==> config.mk <==
export PLATFORM = sky130hd
export DESIGN_NAME = lrs_ctrl
export DESIGN_NICKNAME = d
export VERILOG_FILES = /design/src/lrs_pkg.sv /design/src/lrs_ctrl.sv
export SDC_FILE = /design/constraint.sdc
export NUM_CORES = 1
export LEC_CHECK = 0
export BUFFER_PORTS_ARGS = -buffer_cell sky130_fd_sc_hd__buf_2
export CORE_UTILIZATION = 28
export DETAILED_ROUTE_END_ITERATION = 6
export GPL_TIMING_DRIVEN = 0
export MAX_ROUTING_LAYER = met4
export PLACE_DENSITY = 0.92
export REMOVE_ABC_BUFFERS = 1
export SLEW_MARGIN = 25
export SYNTH_ARGS = -nofsm -noshare
export SYNTH_HDL_FRONTEND = slang
export SYNTH_SLANG_ARGS = --single-unit
==> constraint.sdc <==
create_clock -name clock -period 2.5 [get_ports clock]
set_clock_uncertainty 0.1 [all_clocks]
set_input_delay 0.125 -clock clock [delete_from_list [all_inputs] [get_ports clock]]
set_output_delay 0.125 -clock clock [all_outputs]
set_load 0.02 [all_outputs]
==> src/lrs_pkg.sv <==
// package for the lsd radix sort block: constants and transaction structs
// no dependencies
`timescale 1ns / 1ps
`default_nettype none
package lrs_pkg;
   localparam int MaxKeysDefault   = 4096;
   localparam int DigitBitsDefault = 8;
   localparam int KeyWidth         = 64;

   localparam logic OpLoad  = 1'b0;
   localparam logic OpFetch = 1'b1;

   typedef struct packed {
      logic                operation;
      logic [KeyWidth-1:0] key;
      logic                last;
   } req_type;

   typedef struct packed {
      logic [KeyWidth-1:0] sorted_key;
      logic                is_final;
      logic                overflowed;
   } rsp_type;

   // datapath commands from the controller
   typedef enum logic [3:0] {
      CmdNone,
      CmdLoad,
      CmdFetch,
      CmdPassInit,
      CmdClear,
      CmdHist,
      CmdScan,
      CmdScatter,
      CmdPassEnd,
      CmdSortInit
   } cmd_code_type;

   typedef struct packed {
      cmd_code_type code;
   } cmd_type;

   typedef struct packed {
      logic sorted;       // a sorted set is available
      logic sweep_done;   // current sweep reached its end
      logic no_pass;      // the set needs no more passes
      logic skip_pass;    // only one digit value in this pass
   } stat_type;
endpackage
`default_nettype wire

==> src/lrs_ctrl.sv <==
// controller state machine for the lsd radix sort
// depends on lrs_pkg
`timescale 1ns / 1ps
`default_nettype none
module lrs_ctrl (
   input  wire               clock,
   input  wire               reset,
   input  wire               start,
   input  lrs_pkg::req_type  req_data,
   input  lrs_pkg::stat_type stat,
   output logic              busy,
   output lrs_pkg::cmd_type  cmd
);
   typedef enum logic [3:0] {
      StIdle, StInit, StPass, StClear, StHist, StScan, StDecide, StScatter, StEnd
   } state_type;

   state_type state_ff, state_in;
   logic      busy_in;

   always_comb begin
      state_in = state_ff;
      cmd.code = lrs_pkg::CmdNone;
      case (state_ff)
         StIdle: begin
            if (start) begin
               if (req_data.operation == lrs_pkg::OpLoad) begin
                  cmd.code = lrs_pkg::CmdLoad;
                  if (req_data.last) state_in = StInit;
               end else begin
                  cmd.code = lrs_pkg::CmdFetch;
               end
            end
         end
         StInit: begin
            cmd.code = lrs_pkg::CmdSortInit;
            state_in = StPass;
         end
         StPass: begin
            if (stat.no_pass) begin
               state_in = StIdle;
            end else begin
               cmd.code = lrs_pkg::CmdPassInit;
               state_in = StClear;
            end
         end
         StClear: begin
            cmd.code = lrs_pkg::CmdClear;
            if (stat.sweep_done) state_in = StHist;
         end
         StHist: begin
            cmd.code = lrs_pkg::CmdHist;
            if (stat.sweep_done) state_in = StScan;
         end
         StScan: begin
            cmd.code = lrs_pkg::CmdScan;
            if (stat.sweep_done) state_in = StDecide;
         end
         StDecide: begin
            state_in = stat.skip_pass ? StEnd : StScatter;
         end
         StScatter: begin
            cmd.code = lrs_pkg::CmdScatter;
            if (stat.sweep_done) state_in = StEnd;
         end
         StEnd: begin
            cmd.code = lrs_pkg::CmdPassEnd;
            state_in = StPass;
         end
         default: state_in = StIdle;
      endcase
      busy_in = (state_in != StIdle);
   end

   always_ff @(posedge clock) begin
      if (reset) begin
         state_ff <= StIdle;
         busy     <= 1'b0;
      end else begin
         state_ff <= state_in;
         busy     <= busy_in;
      end
   end

   assert property (@(posedge clock) disable iff (reset)
      (state_ff != StIdle) |-> busy)
      else $error("busy low while sorting");
   assert property (@(posedge clock) disable iff (reset)
      (state_ff == StDecide) |=> (state_ff == StScatter || state_ff == StEnd))
      else $error("bad exit from decide");
   assert property (@(posedge clock) disable iff (reset)
      (state_ff == StEnd) |=> (state_ff == StPass))
      else $error("pass end not followed by pass check");
endmodule
`default_nettype wire

Yosys cells after proc, flatten, opt, wreduce, memory -nomap -nowiden
Index checks and enable logic that the tools add are counted.
- input bits: 73
- output and inout bits: 5
- register bits: 5
- equal/unequal tests: 8
- reduce and logical (&&, ||, !) cells: 3
- muxes and demuxes: 13
- operator list (operator ; count):
    $pmux W4 S8 ; 2
    $mux W4 ; 8
    $eq A4 B3 Y1 const B ; 4
    $eq A4 B2 Y1 const B ; 2
    $mux W2 ; 3
    $eq A4 B1 Y1 const B ; 1
    $eq A4 B4 Y1 const B ; 1
    $logic_not A4 Y1 ; 1
    $reduce_bool A4 Y1 ; 1
    $reduce_or A2 Y1 ; 1

Longest topological paths before layout
- depth in word-level cells: 5
- mapped depth: 7

Worst setup path before layout
No wires, ideal clock.
- path kind: reg2reg
- start: register state_ff[1]
- end: register busy
- buffers on the path: 1
- required time: 2.266 ns
- cell stages (with the launch flop): 7
- library setup time: 0.134 ns
- slack: 0.801 ns
- clock period less this slack: 1.699 ns
- data arrival time: 1.464 ns
- cell sequence: dfxtp_1 -> buf_4 -> inv_1 -> mux2i_1 -> a22o_1 -> a22o_1 -> or4_1
- cells in the longest elaborated chain, start to end: 5
- elaborated cells on any way between the ends: 19
- those cells by class: eq/ne (8); mux (8); reduce/logical (3)
- RTL lines (item ; RTL line ; source):
    from (decl) ; lrs_ctrl.sv:18 ; state_type state_ff, state_in;
    from (signal assigned) ; lrs_ctrl.sv:77 ; state_ff <= StIdle;
    from (signal assigned) ; lrs_ctrl.sv:80 ; state_ff <= state_in;
    $mux W4 ; lrs_ctrl.sv:29 ; if (req_data.last) state_in = StInit;
    $mux W4 ; lrs_ctrl.sv:27 ; if (req_data.operation == lrs_pkg::OpLoad) begin
    $mux W4 ; lrs_ctrl.sv:26 ; if (start) begin
    $pmux W4 S8 * ; lrs_ctrl.sv:24 ; case (state_ff)
    $reduce_bool A4 Y1 * ; lrs_ctrl.sv:72 ; busy_in = (state_in != StIdle);
    to (signal assigned) ; lrs_ctrl.sv:81 ; busy <= busy_in;
    to (decl) ; lrs_ctrl.sv:11 ; output logic busy,
Mark *: on every way between the ends. The rest lies on a longest branch, timed or not.
A chain may end at the register's enable or synchronous reset.

Worst setup path in the final report
- start: register state_ff[0]
- end: register busy
Same word-level chain as after synthesis.

==> results <==
- The largest driver fanout on the critical path is 16.
- The width of the chip is 41.5 um.
- The final worst-path cycle share is 83.6%.
- For the final routed database, the setup TNS stands at 0 ns.
- After the first detailed-routing iteration, the DRC count stood at 1.
- Clock tree synthesis inserted a total of 3 buffers.
- The sum of overflow across all layers after global routing is 0.
- The clock tree from TritonCTS is built.
- The flow ran to the end, and the final reports show no timing, DRC or antenna violations.
- The standard cell with the maximum stage delay on the critical path is dfxtp_1.
- Max-cap violations in this run came to 0.
- Setup slack on the critical path of the routed design comes to 0.409 ns.
- The wire length per cell after detailed routing is 11.1 um.
- The number of optimization iterations in the first detailed-route pass is 3.
- The initialized floorplan defines 13 standard-cell rows.
- The total half-perimeter wirelength after legalization and detailed placement is 668 um.
- The max-slew violation total from the final report is 0.
- The total of endpoints with negative setup slack in the final report is 0.
- The clock sink count is 5.
- From synthesis to final layout, the design area changed by 12.9%.
- The clock input transition at the sequential cells of the worst setup and hold paths is 0.04 ns.
- The later-pin clock latency in the skew report is 0.25 ns.
- The number of hold-repair buffers added at the cts stage is 0.
- For this run, design rule violations remaining after detail routing come to 0.
- The initial antenna violation count was 0.
- The fmax is 478 MHz.
- The worst hold path begins at reset.
- Traced cell by cell, the critical path runs through nor2_1 > mux2i_1 > o21ai_0 > a22o_1 > or4_1.
- For the pin with the worst max-slew slack, the measured transition is 0.553 ns.
- For this design the static power due to leakage is 0.000203 uW.
- The mean instance size in the synthesized netlist is 8.26 um^2.
- Before CTS, the worst setup slack after placement is 0.410 ns.
- The final net count is 138.
- The number of top-level design ports is 78.
- The die covers 1730 um^2.
- The last weighted congestion value of the routability-driven placer is 0.842.
- Counting distinct cell types in the post-synthesis netlist gives 24.
- The areal power density over the cells is 452 nW/um^2.
- The most critical setup path has its startpoint at state_ff[0]$_SDFF_PP0_.
- Synthesis inferred 5 register bits.
- The count of warnings emitted by yosys is 0.
- The routed layout has 436 vias.
- The critical path endpoint category is a flop.
- The path type of the worst setup path is reg -> reg.
- In the routed layout, each cell is associated on average with a via count of 5.52.
- The count of final hold-check violations was 0.
- The number of diodes added for antenna fixing is 0.
- The number of buffers between clock root and the deepest sink is 2.
- In this run the clock root is driven by a clkbuf_4.
- Counting cells, the worst reg-to-reg path comes to 5.
- Buffers placed on the I/O ports in this run total 12.
- In this run the worst hold path is classified as in -> reg.
- The count of cells along the worst hold path is 2.
- The most common cell after layout, fill and taps aside is buf_2.
- The endpoint of the worst-slack reg-to-reg timing path is busy$_SDFF_PP0_.
- The global-route wire length before repair is 1500 um.
- The worst max-slew margin expressed relative to the limit is 63.1%.
- The number of setup buffers added after CTS is 0.
- In this run the number of H-tree levels came out at 1.
- The launching element type of the critical path is a flop.
- The number of instances in the synthesized netlist is 53.
- The routed design could run at a clock period as short as 2.09 ns.
- After clock tree synthesis, the repair step resized 0 gates.
- The highest cell delay on the worst timing path is 0.66 ns.
- The destination of the worst hold path is state_ff[2]$_SDFF_PP0_.
- Setup repair after global routing left no endpoint under its margin.
- The detail route stage leaves a number of antenna-violating nets equal to 0.
- Across the VDD grid, the largest voltage drop is 0.0940 mV.
- For flop-to-flop paths, the worst setup slack is 0.41 ns.
- The die outline height is 41.5 um.
- The via count of the first global-routing pass came to 382.
- In this run the standard cell core region covers 1380 um^2.
- In this design, the largest share of critical-path delay is due to flip-flops.
- After filler insertion, the fill cell instance count of the layout stands at 160.
- Global routing consumed, over all layers together, 11.6% of the routing resources.
- The start of the worst register-to-register path is state_ff[0]$_SDFF_PP0_.
- Entering global routing, the biggest net connects 17 pins.
- The effective utilization at floorplan is 31.7%.
- The fraction of layout instances using a drive strength above 1 is 28.1%.
- The sequential cell area fraction in the yosys report is 22.9%.
- Counting both buffers and inverters, the worst setup path holds a total of 0.
- The routed design has 878 um of wire.
- For the worst setup path, the data required time is 2.51 ns.
- The post-synthesis cell area is 438 um^2.
- The data arrival at the endpoint of the critical path is 2.10 ns.
- The library cells used most frequently in the layout, excluding fill and tap cells, are buf_2 (12), dfxtp_1 (5).
-- power breakdown --
group	internal [uW]	switching (uW)
Clock	60.4	34.9
Combinational	19.1	21.5
Sequential	82.5	5.09
Total	162	61.4
-- worst max path at each step --
stage          slack (ns)               to  depth (start not counted)
5_1_grt              0.27  busy$_SDFF_PP0_                          5
3_5_place_dp         0.41  busy$_SDFF_PP0_                          5
2_1_floorplan        0.60  busy$_SDFF_PP0_                          5
4_1_cts              0.40  busy$_SDFF_PP0_                          5
6_report             0.41  busy$_SDFF_PP0_                          5
3_3_place_gp         0.47  busy$_SDFF_PP0_                          5
-- sequential cells by signal, summed over array words and instances (netlist names) --
register and count:
busy 1, state_ff 4
-- Yosys cell counts --
cell type,n,area share (%)
o22ai_1,1,1.4
buf_4,2,3.4
or2b_1,1,1.7
o21ai_0,4,4.6
nor2_1,4,3.4
a22o_2,1,2.3
or4_1,1,1.7
xnor2_1,3,6.0
nand2_1,3,2.6
dfxtp_1,5,23
and2b_1,1,1.7
buf_6,3,7.7
o21bai_1,1,1.7
inv_1,1,0.86
nor3_1,3,3.4
nand4b_1,1,2.0
a22oi_1,1,1.7
a22o_1,3,6.0
mux2i_1,4,9.1
a21oi_1,4,4.6
nor4_1,2,2.9
nor2b_2,1,2.0
or3_1,2,2.9
nor4b_2,1,3.4
-- worst reg2reg max path: stages (launching register included) --
cell and delay, ns:
dfxtp_1 0.66, nor2_1 0.14, mux2i_1 0.22, o21ai_0 0.11
a22o_1 0.20, or4_1 0.52
-- layout make-up --
class / instances / area (um^2) / area share (%)
Clock buffer: 4 / 26.3 / 5.32
Inverter: 1 / 3.75 / 0.759
Multi-Input combinational cell: 42 / 285 / 57.7
Sequential cell: 5 / 100 / 20.3
Tap cell: 15 / 18.8 / 3.80
Timing Repair Buffer: 12 / 60.1 / 12.2
-- cell families (layout without fill, tap and decap cells) --
kind of cell / after synthesis / in the layout / share of synthesized area, %
flip-flops: 5 / 5 / 22.9
AND/OR/NAND/NOR: 20 / 20 / 27.7
AO/OA/AOI/OAI: 15 / 15 / 22.3
XOR/XNOR: 3 / 3 / 6.00
multiplexers: 4 / 4 / 9.14
buffers and inverters: 6 / 17 / 12.0
-- metrics by stage --
step	hold WS (ns)	utilization (%)	total power, uW	instances	cell area, um^2
final	0.0105	35.7	223	79	494
after global routing	0.0185	35.7	237	79	494
after CTS	0.00209	35.7	228	79	494
after detailed placement	0.265	33.8	130	75	468
after global placement	0.255	33.8	129	75	468
after floorplan	0.110	-	113	48	389
-- metal layers --
layer	track usage [%]	share of wire, %	up-vias
li1	-	-	218
met1	14.2	47	206
met2	15.6	45	10
met3	2.17	4.4	2
met4	11.0	2.7	0
met5	-	0	-
No activity file was read; power rests on OpenSTA's default activity.
